===== src/eit_event_loop_parser_assert.svh =====
// Assertion macros shared by the event loop parser modules
`ifndef EIT_EVENT_LOOP_PARSER_ASSERT_SVH
`define EIT_EVENT_LOOP_PARSER_ASSERT_SVH

// Consequent must hold in the same cycle as the antecedent
`define EEP_ASSERT_SAME(label, ante, cons, msg) \
    label: assert property (@(posedge i_clk) disable iff (!i_rst_n) (ante) |-> (cons)) \
        else $error(msg);

// Consequent must hold in the cycle after the antecedent
`define EEP_ASSERT_NEXT(label, ante, cons, msg) \
    label: assert property (@(posedge i_clk) disable iff (!i_rst_n) (ante) |=> (cons)) \
        else $error(msg);

`endif


===== src/eep_pkg.sv =====
// Types and constants of the event information section parser
package eep_pkg;

    localparam int MaxSectionBytes = 4096;
    localparam int C_POS_W         = $clog2(MaxSectionBytes);
    localparam int C_TOTAL_W       = C_POS_W + 1;
    localparam int C_DLL_W         = 12;
    localparam int C_EVENT_BYTES   = 12;
    localparam int C_IDX_W         = $clog2(C_EVENT_BYTES);
    localparam int C_CRC_BYTES     = 4;
    localparam int C_LEN_OFFSET    = 3;
    localparam int C_QUEUE_DEPTH   = 4;
    localparam int C_QPTR_W        = $clog2(C_QUEUE_DEPTH);
    localparam int C_BCD_MAX       = 999999;

    // Byte positions within the section header
    localparam logic [C_POS_W-1:0] P_LEN_HI     = C_POS_W'(1);
    localparam logic [C_POS_W-1:0] P_LEN_LO     = C_POS_W'(2);
    localparam logic [C_POS_W-1:0] P_SID_HI     = C_POS_W'(3);
    localparam logic [C_POS_W-1:0] P_SID_LO     = C_POS_W'(4);
    localparam logic [C_POS_W-1:0] P_TSID_HI    = C_POS_W'(8);
    localparam logic [C_POS_W-1:0] P_TSID_LO    = C_POS_W'(9);
    localparam logic [C_POS_W-1:0] P_ONID_HI    = C_POS_W'(10);
    localparam logic [C_POS_W-1:0] P_ONID_LO    = C_POS_W'(11);
    localparam logic [C_POS_W-1:0] P_SEG_LAST   = C_POS_W'(12);
    localparam logic [C_POS_W-1:0] P_LAST_TABLE = C_POS_W'(13);
    localparam logic [C_POS_W-1:0] P_LOOP_START = C_POS_W'(14);

    // Raw event record passed from the front end to the back end
    typedef struct packed {
        logic [15:0]        event_id;
        logic [15:0]        start_mjd;
        logic [23:0]        start_bcd;
        logic [23:0]        duration_bcd;
        logic [2:0]         running_status;
        logic               free_ca_mode;
        logic [C_DLL_W-1:0] descriptor_loop_length;
        logic [15:0]        service_id;
        logic [15:0]        transport_stream_id;
        logic [15:0]        original_network_id;
        logic [7:0]         segment_last_section;
        logic [7:0]         last_table_number;
    } t_evt_rec;

    typedef struct packed {
        logic full;
        logic not_empty;
    } t_queue_status;

endpackage


===== src/eep_front.sv =====
// Byte-level section walker: header latching, event collection, descriptor skip
`include "eit_event_loop_parser_assert.svh"

module eep_front import eep_pkg::*; (
    input  logic          i_clk,
    input  logic          i_rst_n,
    input  logic          i_in_valid,
    output logic          o_in_ready,
    input  logic [7:0]    i_section_byte,
    input  logic          i_first_byte,
    input  t_queue_status i_q_status,
    output logic          o_push,
    output t_evt_rec      o_rec
);

    typedef enum logic [3:0] {
        PH_IDLE   = 4'b0001,
        PH_HEADER = 4'b0010,
        PH_EVENT  = 4'b0100,
        PH_SKIP   = 4'b1000
    } t_phase;

    t_phase               r_phase, n_phase, w_phase;
    logic [C_POS_W-1:0]   r_pos, n_pos, w_pos;
    logic [C_TOTAL_W-1:0] r_total, n_total, w_total, w_pos1;
    logic [C_DLL_W-1:0]   r_skip, n_skip, w_skip, w_dll;
    logic [C_IDX_W-1:0]   r_idx, n_idx, w_idx;
    logic [15:0]          r_service_id, n_service_id;
    logic [15:0]          r_ts_id, n_ts_id;
    logic [15:0]          r_onid, n_onid;
    logic [7:0]           r_seg_last, n_seg_last;
    logic [7:0]           r_last_table, n_last_table;
    logic [7:0]           r_evt [0:C_EVENT_BYTES-2];
    logic                 w_accept, w_active, w_in_loop, w_evt_we;

    assign o_in_ready = !i_q_status.full;
    assign w_accept   = i_in_valid && o_in_ready;
    assign w_dll      = {r_evt[10][3:0], i_section_byte};

    always_comb begin
        n_phase      = r_phase;
        n_pos        = r_pos;
        n_total      = r_total;
        n_skip       = r_skip;
        n_idx        = r_idx;
        n_service_id = r_service_id;
        n_ts_id      = r_ts_id;
        n_onid       = r_onid;
        n_seg_last   = r_seg_last;
        n_last_table = r_last_table;
        o_push       = 1'b0;
        w_evt_we     = 1'b0;
        w_in_loop    = 1'b0;
        w_pos1       = '0;

        w_phase = r_phase;
        w_pos   = r_pos;
        w_total = r_total;
        w_skip  = r_skip;
        w_idx   = r_idx;
        // A first byte restarts the section and drops any partial event
        if (i_first_byte) begin
            w_phase = PH_HEADER;
            w_pos   = '0;
            w_total = '0;
            w_skip  = '0;
            w_idx   = '0;
        end

        w_active = w_accept && (i_first_byte || r_phase != PH_IDLE);

        if (w_active) begin
            n_phase = w_phase;
            n_total = w_total;
            n_skip  = w_skip;
            n_idx   = w_idx;
            if (i_first_byte) begin
                n_service_id = '0;
                n_ts_id      = '0;
                n_onid       = '0;
                n_seg_last   = '0;
                n_last_table = '0;
            end

            case (w_pos)
                P_LEN_HI:   n_total = C_TOTAL_W'(i_section_byte[3:0]);
                P_LEN_LO:   n_total = C_TOTAL_W'({w_total[3:0], i_section_byte})
                                      + C_TOTAL_W'(C_LEN_OFFSET);
                P_SID_HI:   n_service_id[15:8] = i_section_byte;
                P_SID_LO:   n_service_id[7:0]  = i_section_byte;
                P_TSID_HI:  n_ts_id[15:8]      = i_section_byte;
                P_TSID_LO:  n_ts_id[7:0]       = i_section_byte;
                P_ONID_HI:  n_onid[15:8]       = i_section_byte;
                P_ONID_LO:  n_onid[7:0]        = i_section_byte;
                P_SEG_LAST: n_seg_last         = i_section_byte;
                P_LAST_TABLE: begin
                    n_last_table = i_section_byte;
                    n_phase      = PH_EVENT;
                end
                default: ;
            endcase

            // Event loop stops short of the CRC
            w_in_loop = (w_pos >= P_LOOP_START) &&
                        (C_TOTAL_W'(w_pos) + C_TOTAL_W'(C_CRC_BYTES) < w_total);

            if (w_in_loop) begin
                case (w_phase)
                    PH_SKIP: begin
                        if (w_skip != '0) begin
                            n_skip = w_skip - C_DLL_W'(1);
                        end
                        if (w_skip <= C_DLL_W'(1)) begin
                            n_phase = PH_EVENT;
                        end
                    end
                    PH_EVENT: begin
                        if (w_idx == C_IDX_W'(C_EVENT_BYTES - 1)) begin
                            o_push = 1'b1;
                            n_idx  = '0;
                            if (w_dll != '0) begin
                                n_skip  = w_dll;
                                n_phase = PH_SKIP;
                            end
                        end else begin
                            w_evt_we = 1'b1;
                            n_idx    = w_idx + C_IDX_W'(1);
                        end
                    end
                    default: ;
                endcase
            end

            w_pos1 = C_TOTAL_W'(w_pos) + C_TOTAL_W'(1);
            if ((w_pos1 >= C_TOTAL_W'(C_LEN_OFFSET) && w_pos1 >= n_total) ||
                w_pos1 >= C_TOTAL_W'(MaxSectionBytes)) begin
                n_phase = PH_IDLE;
                n_pos   = '0;
            end else begin
                n_pos = w_pos1[C_POS_W-1:0];
            end
        end
    end

    always_comb begin
        o_rec.event_id               = {r_evt[0], r_evt[1]};
        o_rec.start_mjd              = {r_evt[2], r_evt[3]};
        o_rec.start_bcd              = {r_evt[4], r_evt[5], r_evt[6]};
        o_rec.duration_bcd           = {r_evt[7], r_evt[8], r_evt[9]};
        o_rec.running_status         = r_evt[10][7:5];
        o_rec.free_ca_mode           = r_evt[10][4];
        o_rec.descriptor_loop_length = w_dll;
        o_rec.service_id             = r_service_id;
        o_rec.transport_stream_id    = r_ts_id;
        o_rec.original_network_id    = r_onid;
        o_rec.segment_last_section   = r_seg_last;
        o_rec.last_table_number      = r_last_table;
    end

    always_ff @(posedge i_clk) begin
        if (!i_rst_n) begin
            r_phase      <= PH_IDLE;
            r_pos        <= '0;
            r_total      <= '0;
            r_skip       <= '0;
            r_idx        <= '0;
            r_service_id <= '0;
            r_ts_id      <= '0;
            r_onid       <= '0;
            r_seg_last   <= '0;
            r_last_table <= '0;
        end else begin
            r_phase      <= n_phase;
            r_pos        <= n_pos;
            r_total      <= n_total;
            r_skip       <= n_skip;
            r_idx        <= n_idx;
            r_service_id <= n_service_id;
            r_ts_id      <= n_ts_id;
            r_onid       <= n_onid;
            r_seg_last   <= n_seg_last;
            r_last_table <= n_last_table;
        end
    end

    always_ff @(posedge i_clk) begin
        if (w_evt_we) begin
            r_evt[w_idx] <= i_section_byte;
        end
    end

    `EEP_ASSERT_SAME(a_push_in_event, o_push, r_phase == PH_EVENT, "event pushed outside event phase")
    `EEP_ASSERT_SAME(a_idx_range, 1'b1, r_idx <= C_IDX_W'(C_EVENT_BYTES - 1), "event index overrun")

endmodule


===== src/eep_queue.sv =====
// Short record queue between the section walker and the output stage
`include "eit_event_loop_parser_assert.svh"

module eep_queue import eep_pkg::*; (
    input  logic          i_clk,
    input  logic          i_rst_n,
    input  logic          i_push,
    input  t_evt_rec      i_rec,
    input  logic          i_pop,
    output t_evt_rec      o_rec,
    output t_queue_status o_status
);

    t_evt_rec              r_mem [0:C_QUEUE_DEPTH-1];
    logic [C_QPTR_W-1:0]   r_wr, r_rd;
    logic [C_QPTR_W:0]     r_count;

    assign o_rec              = r_mem[r_rd];
    assign o_status.full      = (r_count == (C_QPTR_W+1)'(C_QUEUE_DEPTH));
    assign o_status.not_empty = (r_count != '0);

    always_ff @(posedge i_clk) begin
        if (!i_rst_n) begin
            r_wr    <= '0;
            r_rd    <= '0;
            r_count <= '0;
        end else begin
            if (i_push) begin
                r_wr <= r_wr + C_QPTR_W'(1);
            end
            if (i_pop) begin
                r_rd <= r_rd + C_QPTR_W'(1);
            end
            case ({i_push, i_pop})
                2'b10:   r_count <= r_count + (C_QPTR_W+1)'(1);
                2'b01:   r_count <= r_count - (C_QPTR_W+1)'(1);
                default: r_count <= r_count;
            endcase
        end
    end

    always_ff @(posedge i_clk) begin
        if (i_push) begin
            r_mem[r_wr] <= i_rec;
        end
    end

    `EEP_ASSERT_SAME(a_count_max, 1'b1, r_count <= (C_QPTR_W+1)'(C_QUEUE_DEPTH), "queue overflow")
    `EEP_ASSERT_SAME(a_pop_nonempty, i_pop, r_count != '0, "pop from empty queue")

endmodule


===== src/eep_back.sv =====
// Output stage: BCD decode of event times and the result register
`include "eit_event_loop_parser_assert.svh"

module eep_back import eep_pkg::*; (
    input  logic               i_clk,
    input  logic               i_rst_n,
    input  t_evt_rec           i_rec,
    input  t_queue_status      i_q_status,
    output logic               o_pop,
    output logic               o_out_valid,
    input  logic               i_out_ready,
    output logic [15:0]        o_event_id,
    output logic [15:0]        o_start_mjd,
    output logic [19:0]        o_start_time_value,
    output logic [19:0]        o_duration_value,
    output logic [2:0]         o_running_status,
    output logic               o_free_ca_mode,
    output logic [C_DLL_W-1:0] o_descriptor_loop_length,
    output logic [15:0]        o_service_id,
    output logic [15:0]        o_transport_stream_id,
    output logic [15:0]        o_original_network_id,
    output logic [7:0]         o_segment_last_section,
    output logic [7:0]         o_last_table_number
);

    // Weight six nibbles as decimal hhmmss; clamp a sum above 999999 at that top value
    function automatic logic [19:0] bcd_decode(input logic [23:0] bcd);
        logic [7:0]  hh;
        logic [7:0]  mm;
        logic [7:0]  ss;
        logic [20:0] sum;
        hh  = 8'(bcd[23:20]) * 8'd10 + 8'(bcd[19:16]);
        mm  = 8'(bcd[15:12]) * 8'd10 + 8'(bcd[11:8]);
        ss  = 8'(bcd[7:4])   * 8'd10 + 8'(bcd[3:0]);
        sum = 21'(hh) * 21'd10000 + 21'(mm) * 21'd100 + 21'(ss);
        return (sum > 21'(C_BCD_MAX)) ? 20'(C_BCD_MAX) : sum[19:0];
    endfunction

    logic r_valid;

    assign o_out_valid = r_valid;
    assign o_pop       = i_q_status.not_empty && (!r_valid || i_out_ready);

    always_ff @(posedge i_clk) begin
        if (!i_rst_n) begin
            r_valid <= 1'b0;
        end else if (o_pop) begin
            r_valid <= 1'b1;
        end else if (i_out_ready) begin
            r_valid <= 1'b0;
        end
    end

    always_ff @(posedge i_clk) begin
        if (o_pop) begin
            o_event_id               <= i_rec.event_id;
            o_start_mjd              <= i_rec.start_mjd;
            o_start_time_value       <= bcd_decode(i_rec.start_bcd);
            o_duration_value         <= bcd_decode(i_rec.duration_bcd);
            o_running_status         <= i_rec.running_status;
            o_free_ca_mode           <= i_rec.free_ca_mode;
            o_descriptor_loop_length <= i_rec.descriptor_loop_length;
            o_service_id             <= i_rec.service_id;
            o_transport_stream_id    <= i_rec.transport_stream_id;
            o_original_network_id    <= i_rec.original_network_id;
            o_segment_last_section   <= i_rec.segment_last_section;
            o_last_table_number      <= i_rec.last_table_number;
        end
    end

    `EEP_ASSERT_NEXT(a_pop_loads, o_pop, r_valid, "popped record not presented")

endmodule


===== src/eit_event_loop_parser.sv =====
// Event loop parser: one section byte per cycle in, one event record out per header.
// Path: a record is queued on the byte that completes its event header, then popped into the output register.
// Throughput: one byte per cycle; the input stalls only while the four-entry
// record queue is full, which a stalled output eventually causes.
// Reset: synchronous active low, returns to idle awaiting a first byte; no clearing pass.
module eit_event_loop_parser import eep_pkg::*; (
    input  logic               i_clk,
    input  logic               i_rst_n,
    input  logic               i_in_valid,
    output logic               o_in_ready,
    input  logic [7:0]         i_section_byte,
    input  logic               i_first_byte,
    output logic               o_out_valid,
    input  logic               i_out_ready,
    output logic [15:0]        o_event_id,
    output logic [15:0]        o_start_mjd,
    output logic [19:0]        o_start_time_value,
    output logic [19:0]        o_duration_value,
    output logic [2:0]         o_running_status,
    output logic               o_free_ca_mode,
    output logic [C_DLL_W-1:0] o_descriptor_loop_length,
    output logic [15:0]        o_service_id,
    output logic [15:0]        o_transport_stream_id,
    output logic [15:0]        o_original_network_id,
    output logic [7:0]         o_segment_last_section,
    output logic [7:0]         o_last_table_number
);

    t_queue_status w_q_status;
    t_evt_rec      w_push_rec;
    t_evt_rec      w_head_rec;
    logic          w_push;
    logic          w_pop;

    eep_front u_front (
        .i_clk          (i_clk),
        .i_rst_n        (i_rst_n),
        .i_in_valid     (i_in_valid),
        .o_in_ready     (o_in_ready),
        .i_section_byte (i_section_byte),
        .i_first_byte   (i_first_byte),
        .i_q_status     (w_q_status),
        .o_push         (w_push),
        .o_rec          (w_push_rec)
    );

    eep_queue u_queue (
        .i_clk    (i_clk),
        .i_rst_n  (i_rst_n),
        .i_push   (w_push),
        .i_rec    (w_push_rec),
        .i_pop    (w_pop),
        .o_rec    (w_head_rec),
        .o_status (w_q_status)
    );

    eep_back u_back (
        .i_clk                    (i_clk),
        .i_rst_n                  (i_rst_n),
        .i_rec                    (w_head_rec),
        .i_q_status               (w_q_status),
        .o_pop                    (w_pop),
        .o_out_valid              (o_out_valid),
        .i_out_ready              (i_out_ready),
        .o_event_id               (o_event_id),
        .o_start_mjd              (o_start_mjd),
        .o_start_time_value       (o_start_time_value),
        .o_duration_value         (o_duration_value),
        .o_running_status         (o_running_status),
        .o_free_ca_mode           (o_free_ca_mode),
        .o_descriptor_loop_length (o_descriptor_loop_length),
        .o_service_id             (o_service_id),
        .o_transport_stream_id    (o_transport_stream_id),
        .o_original_network_id    (o_original_network_id),
        .o_segment_last_section   (o_segment_last_section),
        .o_last_table_number      (o_last_table_number)
    );

endmodule


===== config.mk =====
export PLATFORM = sky130hd
export DESIGN_NAME = eit_event_loop_parser
export DESIGN_NICKNAME = d
export VERILOG_FILES = /design/src/eep_pkg.sv /design/src/eep_front.sv /design/src/eep_queue.sv /design/src/eep_back.sv /design/src/eit_event_loop_parser.sv
export VERILOG_INCLUDE_DIRS = /design/src /design/src/src
export SDC_FILE = /design/constraint.sdc
export NUM_CORES = 1
export LEC_CHECK = 0
export BUFFER_PORTS_ARGS = -buffer_cell sky130_fd_sc_hd__buf_2
export CORE_AREA = 2 2 271 273
export DETAILED_ROUTE_END_ITERATION = 12
export DIE_AREA = 0 0 273 275
export PLACE_DENSITY = 0.77
export SLEW_MARGIN = 10
export SYNTH_ARGS = -nofsm -noshare
export SYNTH_HDL_FRONTEND = slang
export SYNTH_SLANG_ARGS = --single-unit

===== constraint.sdc =====
create_clock -name i_clk -period 29.6 [get_ports i_clk]
set_input_delay 1.48 -clock i_clk [delete_from_list [all_inputs] [get_ports i_clk]]
set_output_delay 1.48 -clock i_clk [all_outputs]
set_load 0.005 [all_outputs]

### After elaboration in Yosys (flattened, before gate mapping)

Memories as Yosys holds them, arrays and structs flattened. A register that Yosys moved wholly into a read port is not among the register bits.
Cells that the tools add are included.

* add/sub/neg operators: 19
* shift operators: 0
* reduce and logical (&&, ||, !) cells: 31
* $mul: 10
* $lt $le $gt $ge: 8
* divide/modulo/power cells: 0
* mux-type cells: 50
* equal/unequal tests: 17
* bitwise logic cells: 0

Operator list (number)
* $mux W12: 7
* $eq A12 B4 Y1 const B: 6
* $mux W8: 9
* $add A8 B4 Y8: 6
* $mux W4: 11
* $add A21 B15 Y21: 2
* $add A21 B8 Y21: 2
* $gt A21 B20 Y1 const B: 2
* $mul A4 B3 Y7 const B: 6
* $mul A8 B10 Y17 const B: 2
* $mul A8 B5 Y13 const B: 2
* $mux W13: 2
* $pmux W13 S2: 1
* $eq A12 B2 Y1 const B: 2
* $pmux W12 S2: 1
* $reduce_bool A12 Y1: 2
* $reduce_bool A2 Y1: 10
* $mux W16: 1
* $reduce_and A2 Y1: 8
* $mux W1: 14
* $add A12 B1 Y13 const B: 1
* $add A12 B2 Y13 const B: 1
* $add A12 B3 Y13 const B: 1
* $ge A13 B13 Y1: 1
* other kinds (25): 35

* output and inout port bits: 154
* bits in latches: 0
* bits in registers: 269
* memories: 2
* memory bits (read-only): 0
* input port bits: 13
* bits in writable memories: 728
* logic and storage cells: 166

Memories
* u_queue.r_mem: words 4, bits a word 160, read ports 1, clocked after memory_dff 1, wr ports 1, RTL line eep_queue.sv:14 `t_evt_rec r_mem [0:C_QUEUE_DEPTH-1];`
* u_front.r_evt: words 11, bits a word 8, read ports 11, clocked after memory_dff 0, wr ports 1, RTL line eep_front.sv:33 `logic [7:0] r_evt [0:C_EVENT_BYTES-2];`

### Logic depth before layout (Yosys ltp)

* depth after elaboration: 9
* mapped depth: 34
* gate-level depth less buffers: 29

### Cells and area by module

A second synthesis with hierarchy kept.

* cell total of the unflattened synthesis: 2832
* area, all modules: 44793.0 µm²

Modules (own cells, without submodules)
* eep_queue: times used 1, area each 23506.3 µm², seq. area each 19398.6 µm², cells each 878
* eep_back: times used 1, area each 12001.5 µm², seq. area each 4584.4 µm², cells each 1037
* eep_front: times used 1, area each 9285.2 µm², seq. area each 4824.6 µm², cells each 917

### Least setup slack after synthesis

OpenSTA, ideal clock, no wires.

* kind: input to register
* start: input i_out_ready
* end: register u_queue.r_count[2]
* arrival: 11.064 ns
* path slack: 18.466 ns
* data required time: 29.530 ns
* library setup time: 0.070 ns
* path buffers: 0
* stages: 8
* path through: inv_1 a21oi_1 ha_1 inv_1 fa_1 xor2_1 or3_1 a21oi_1

* cells in the longest elaborated chain, start to end: 4
* elaborated cells between the ends (all ways): 6
* those cells by class: eq/ne (2); mux (1); reduce/logical (3)

Ends and longest elaborated chain
* from (decl): RTL line eit_event_loop_parser.sv:14 `input logic i_out_ready,`
* $logic_or A1 B1 Y1 (*): RTL line eep_back.sv:42 `assign o_pop = i_q_status.not_empty && (!r_valid || i_out_ready);`
* $logic_and A1 B1 Y1 (*): RTL line eep_back.sv:42
* via u_back.o_pop: RTL line eep_back.sv:9 `output logic o_pop,`
* $eq A2 B1 Y1 or $eq A2 B2 Y1 (tied branches): RTL line eep_queue.sv:34 `case ({i_push, i_pop})`
* $pmux W3 S2 or $reduce_bool A2 Y1 (tied branches)
* to (signal assigned): RTL line eep_queue.sv:35 `2'b10: r_count <= r_count + (C_QPTR_W+1)'(1);`
* to (signal assigned): RTL line eep_queue.sv:36 `2'b01: r_count <= r_count - (C_QPTR_W+1)'(1);`
* to (signal assigned): RTL line eep_queue.sv:37 `default: r_count <= r_count;`
* to (decl): RTL line eep_queue.sv:16 `logic [C_QPTR_W:0] r_count;`

Mark *: on every way through the listed nets, which the timed path passes. The rest lies on a longest branch.
A chain may end at the register's enable or synchronous reset.

==> summary.md <==
| Metric | Value |
|---|---|
| Area growth syn-to-layout | `11.1%` |
| Most common cell on crit path | `ha_1` |
| Slew Limit Fails | `0` |
| Critical-path maximum fanout | `29` |
| Commonest non-fill, non-tap cell in the layout | `edfxtp_1` |
| Critical path launch point type | `flip-flop` |
| Num rows | `between 90 and 100` |
| CTS clk-pin slew, worst paths | `roughly 60 ps` |
| Gr ovfl total | `0` |
| TritonCTS clock tree | `built` |
| Clk Latency, worst-skew pair | `~670 ps` |
| GPL Wtd Cong | `between 0.8 and 0.9` |
| DRC | `0` |
| Complex-gate fraction of the synthesized area | `6.07%` |
| # diodes | `0` |
| IO Pins | `~170` |
| Hold Path Class | `reg2reg` |
| CTS Buf Count | `94` |
| Antenna violations before repair | `3` |
| Vias | `around 25k` |
| Post-synthesis cell area | `44500 um^2` |
| Post-synthesis cell type count | `78` |
| Core area | `just over 70000 um^2` |
| Top cells by area, synth | `edfxtp_1 59%, mux4_2 8.1%, ha_1 7.4%` |
| Largest net degree at the start of global routing | `around 110` |
| Critical path's top delay family | `adder cells` |
| Setup_tns | `0 ps` |
| Port bufs | `roughly 170` |
| Yosys reg bits | `999` |
| CP max-delay cell | `mux4_2` |
| Global-route wire length before repair | `around 150 mm` |
| Final setup viols | `0` |
| Slowest cell delay on critical path | `roughly 720 ps` |
| Max-slew headroom | `between 15 and 20%` |
| CTS H-tree depth | `3` |
| Post-Synth XOR/XNOR Area | `roughly 2.3%` |
| Reg2reg end | `u_back.o_start_time_value[8]` |
| Critical path capture point type | `flip-flop` |
| Synth area leader | `edfxtp_1` |
| WP data arrival | `about 9600 ps` |
| First-pass DRT Iterations | `6` |
| Fmax | `between 100 and 150 MHz` |
| WP buf/inv | `4` |
| Register area share after synthesis | `around 65%` |
| RSZ-0062 raised after global routing | `false` |
| Top-area cell type share of the netlist area | `59.4%` |
| Combinational family with the most area after synthesis | `adder cells` |
| Chip height | `approximately 280 um` |
| Nets | `3368` |
| Via/cell ratio | `6.24` |
| Placed cells | `around 4k` |
| Synth Area in Simple Gates | `around 6.6%` |
| Ys async rst share | `0%` |
| CTS Buffer Depth | `3` |
| Clock Skew | `about 31 ps` |
| Fillers | `between 4k and 5k` |
| Net Count, Synth | `~3.2k` |
| Clock period minus worst slack | `~9200 ps` |
| Share of cells above drive strength 1 | `between 10% and 20%` |
| Final Cycle Share | `a little under a third` |
| First DRT Iteration DRCs | `between 2k and 2.5k` |
| Initial Utilization | `around three fifths` |
| Crit path required time | `between 30000 and 40000 ps` |
| Syn. warnings | `0` |
| CTS Sinks | `roughly 1000` |
| Mapped Cells | `about 2.9k` |
| Drt total wl | `about 99 mm` |
| Die W | `about 270 um` |
| Non-Filler Instances | `4077` |
| Post-synthesis mux area share | `a little over 8%` |
| Worst-margin pin slew | `1240 ps` |
| Die area | `approximately 75000 um^2` |
| Post-CTS setup buffers | `0` |
| Hold Crit Depth | `0` |
| Hold Buf Count CTS | `0` |
| Top FF cell, synth | `edfxtp_1` |
| Wire per inst | `roughly 24 um` |
| HPWL after detailed placement | `between 50 and 60 mm` |
| Vias in the first global route | `26.6k` |
| EDFF count, synth | `between 800 and 900` |
| Avg Cell Area, Syn | `between 15 and 20 um^2` |
| Post-cts repair resize count | `0` |
| Most frequent cells in the layout | `880 x edfxtp_1, 262 x ha_1, 166 x buf_2, 160 x mux4_2, 154 x nor2_1` |
| Reg2Reg Setup Slack | `20430 ps` |
| Root buffer cell | `clkbuf_16` |
| Kind of critical path | `reg2reg` |
| Hold_sp | `u_front.r_evt[3][5]` |
| Post-Synth Adder-Cell Area | `just under 10%` |
| Final ANT Viol Nets | `0` |
| Sink of the worst hold path | `u_queue.r_mem[0][133]` |
| Worst reg-to-reg path cell count | `26` |
| Global-route usage over all layers | `between 20% and 30%` |
| Fin. Hold Viols | `0` |
| Status | `completed` |
| MaxCap Viol Count | `0` |
-- worst max-delay path by stage --
stage                 from                            end  slack, ps  cells after the start
4_1_cts          flip-flop  u_back.o_start_time_value[18]      20090                     28
2_1_floorplan  i_out_ready             u_queue.r_count[2]      18470                      8
3_5_place_dp     flip-flop  u_back.o_start_time_value[18]      20120                     26
3_3_place_gp     flip-flop  u_back.o_start_time_value[18]      20550                     26
6_report         flip-flop   u_back.o_start_time_value[8]      20430                     26
5_1_grt          flip-flop  u_back.o_start_time_value[13]      19880                     26
-- state kept, by name, summed over array words and instances (netlist names), 20 cells and up, named ones only --
| signal | flops |
|---|---|
| u_back.o_start_time_value | 20 |
| u_back.o_duration_value | 20 |
| u_front.r_evt | 88 |
| u_queue.r_mem | 640 |
-- cell usage after synthesis, types with 6 or more instances --
| master | number |
|---|---|
| fa_1 | 54 |
| and4b_1 | 8 |
| nand3b_1 | 18 |
| and2_1 | 24 |
| xor2_1 | 50 |
| ha_1 | 262 |
| inv_1 | 129 |
| o31a_1 | 8 |
| nor2b_1 | 14 |
| a21o_1 | 38 |
| o21a_1 | 7 |
| nand2_1 | 142 |
| a211oi_1 | 24 |
| a21oi_1 | 151 |
| mux4_2 | 160 |
| o22ai_1 | 7 |
| and3_1 | 44 |
| a22oi_1 | 34 |
| nand2b_1 | 10 |
| clkbuf_1 | 72 |
| nor4_1 | 9 |
| nor2_1 | 154 |
| a221oi_1 | 6 |
| xnor2_1 | 65 |
| nand3_1 | 79 |
| dfxtp_1 | 119 |
| edfxtp_1 | 880 |
| nor3_1 | 27 |
| a31oi_1 | 13 |
| o21bai_1 | 6 |
| o21ai_0 | 71 |
| or2_2 | 12 |
| nand4_1 | 15 |
| mux2i_1 | 8 |
| or3_1 | 6 |
| nor3b_1 | 6 |
| buf_2 | 8 |
| buf_1 | 29 |
-- layout make-up --
class	count	area, um^2	area share, %
inverter	130	489	0.990
clock buffer	127	2560	5.17
tap	959	1200	2.43
multi-input combinational	1617	14800	29.9
timing repair buffer	197	1080	2.18
clock inverter	48	514	1.04
sequential	999	28800	58.3
-- cell families after synthesis --
family	Yosys count
buffers and inverters	241
flip-flops	999
AND/OR/NAND/NOR	592
multiplexers	169
AO/OA/AOI/OAI	425
adder cells (fa/ha/maj)	316
XOR/XNOR	115
-- per-layer routing --
metal	GRT usage, %	wire, um	vias up
met5	0	0	-
met4	9.05	2790	0
met3	3.61	5890	187
met2	47.6	51700	1006
met1	33.9	39000	12900
li1	-	-	11400
-- metrics by stage --
| step | util, % | hold WS (ps) | setup slack (ps) | area, um^2 |
|---|---|---|---|---|
| floorplan | - | 452 | 18470 | 44500 |
| global placement | 64.0 | 463 | 20550 | 46300 |
| detailed placement | 64.0 | 474 | 20120 | 46300 |
| CTS | 68.3 | 491 | 20090 | 49400 |
| global route | 68.3 | 507 | 19880 | 49400 |
| finish | 68.3 | 500 | 20430 | 49400 |
Power is left out: the tool's default activity adds up to more than one toggle a clock period on the data nets, which glitch-free logic cannot reach.
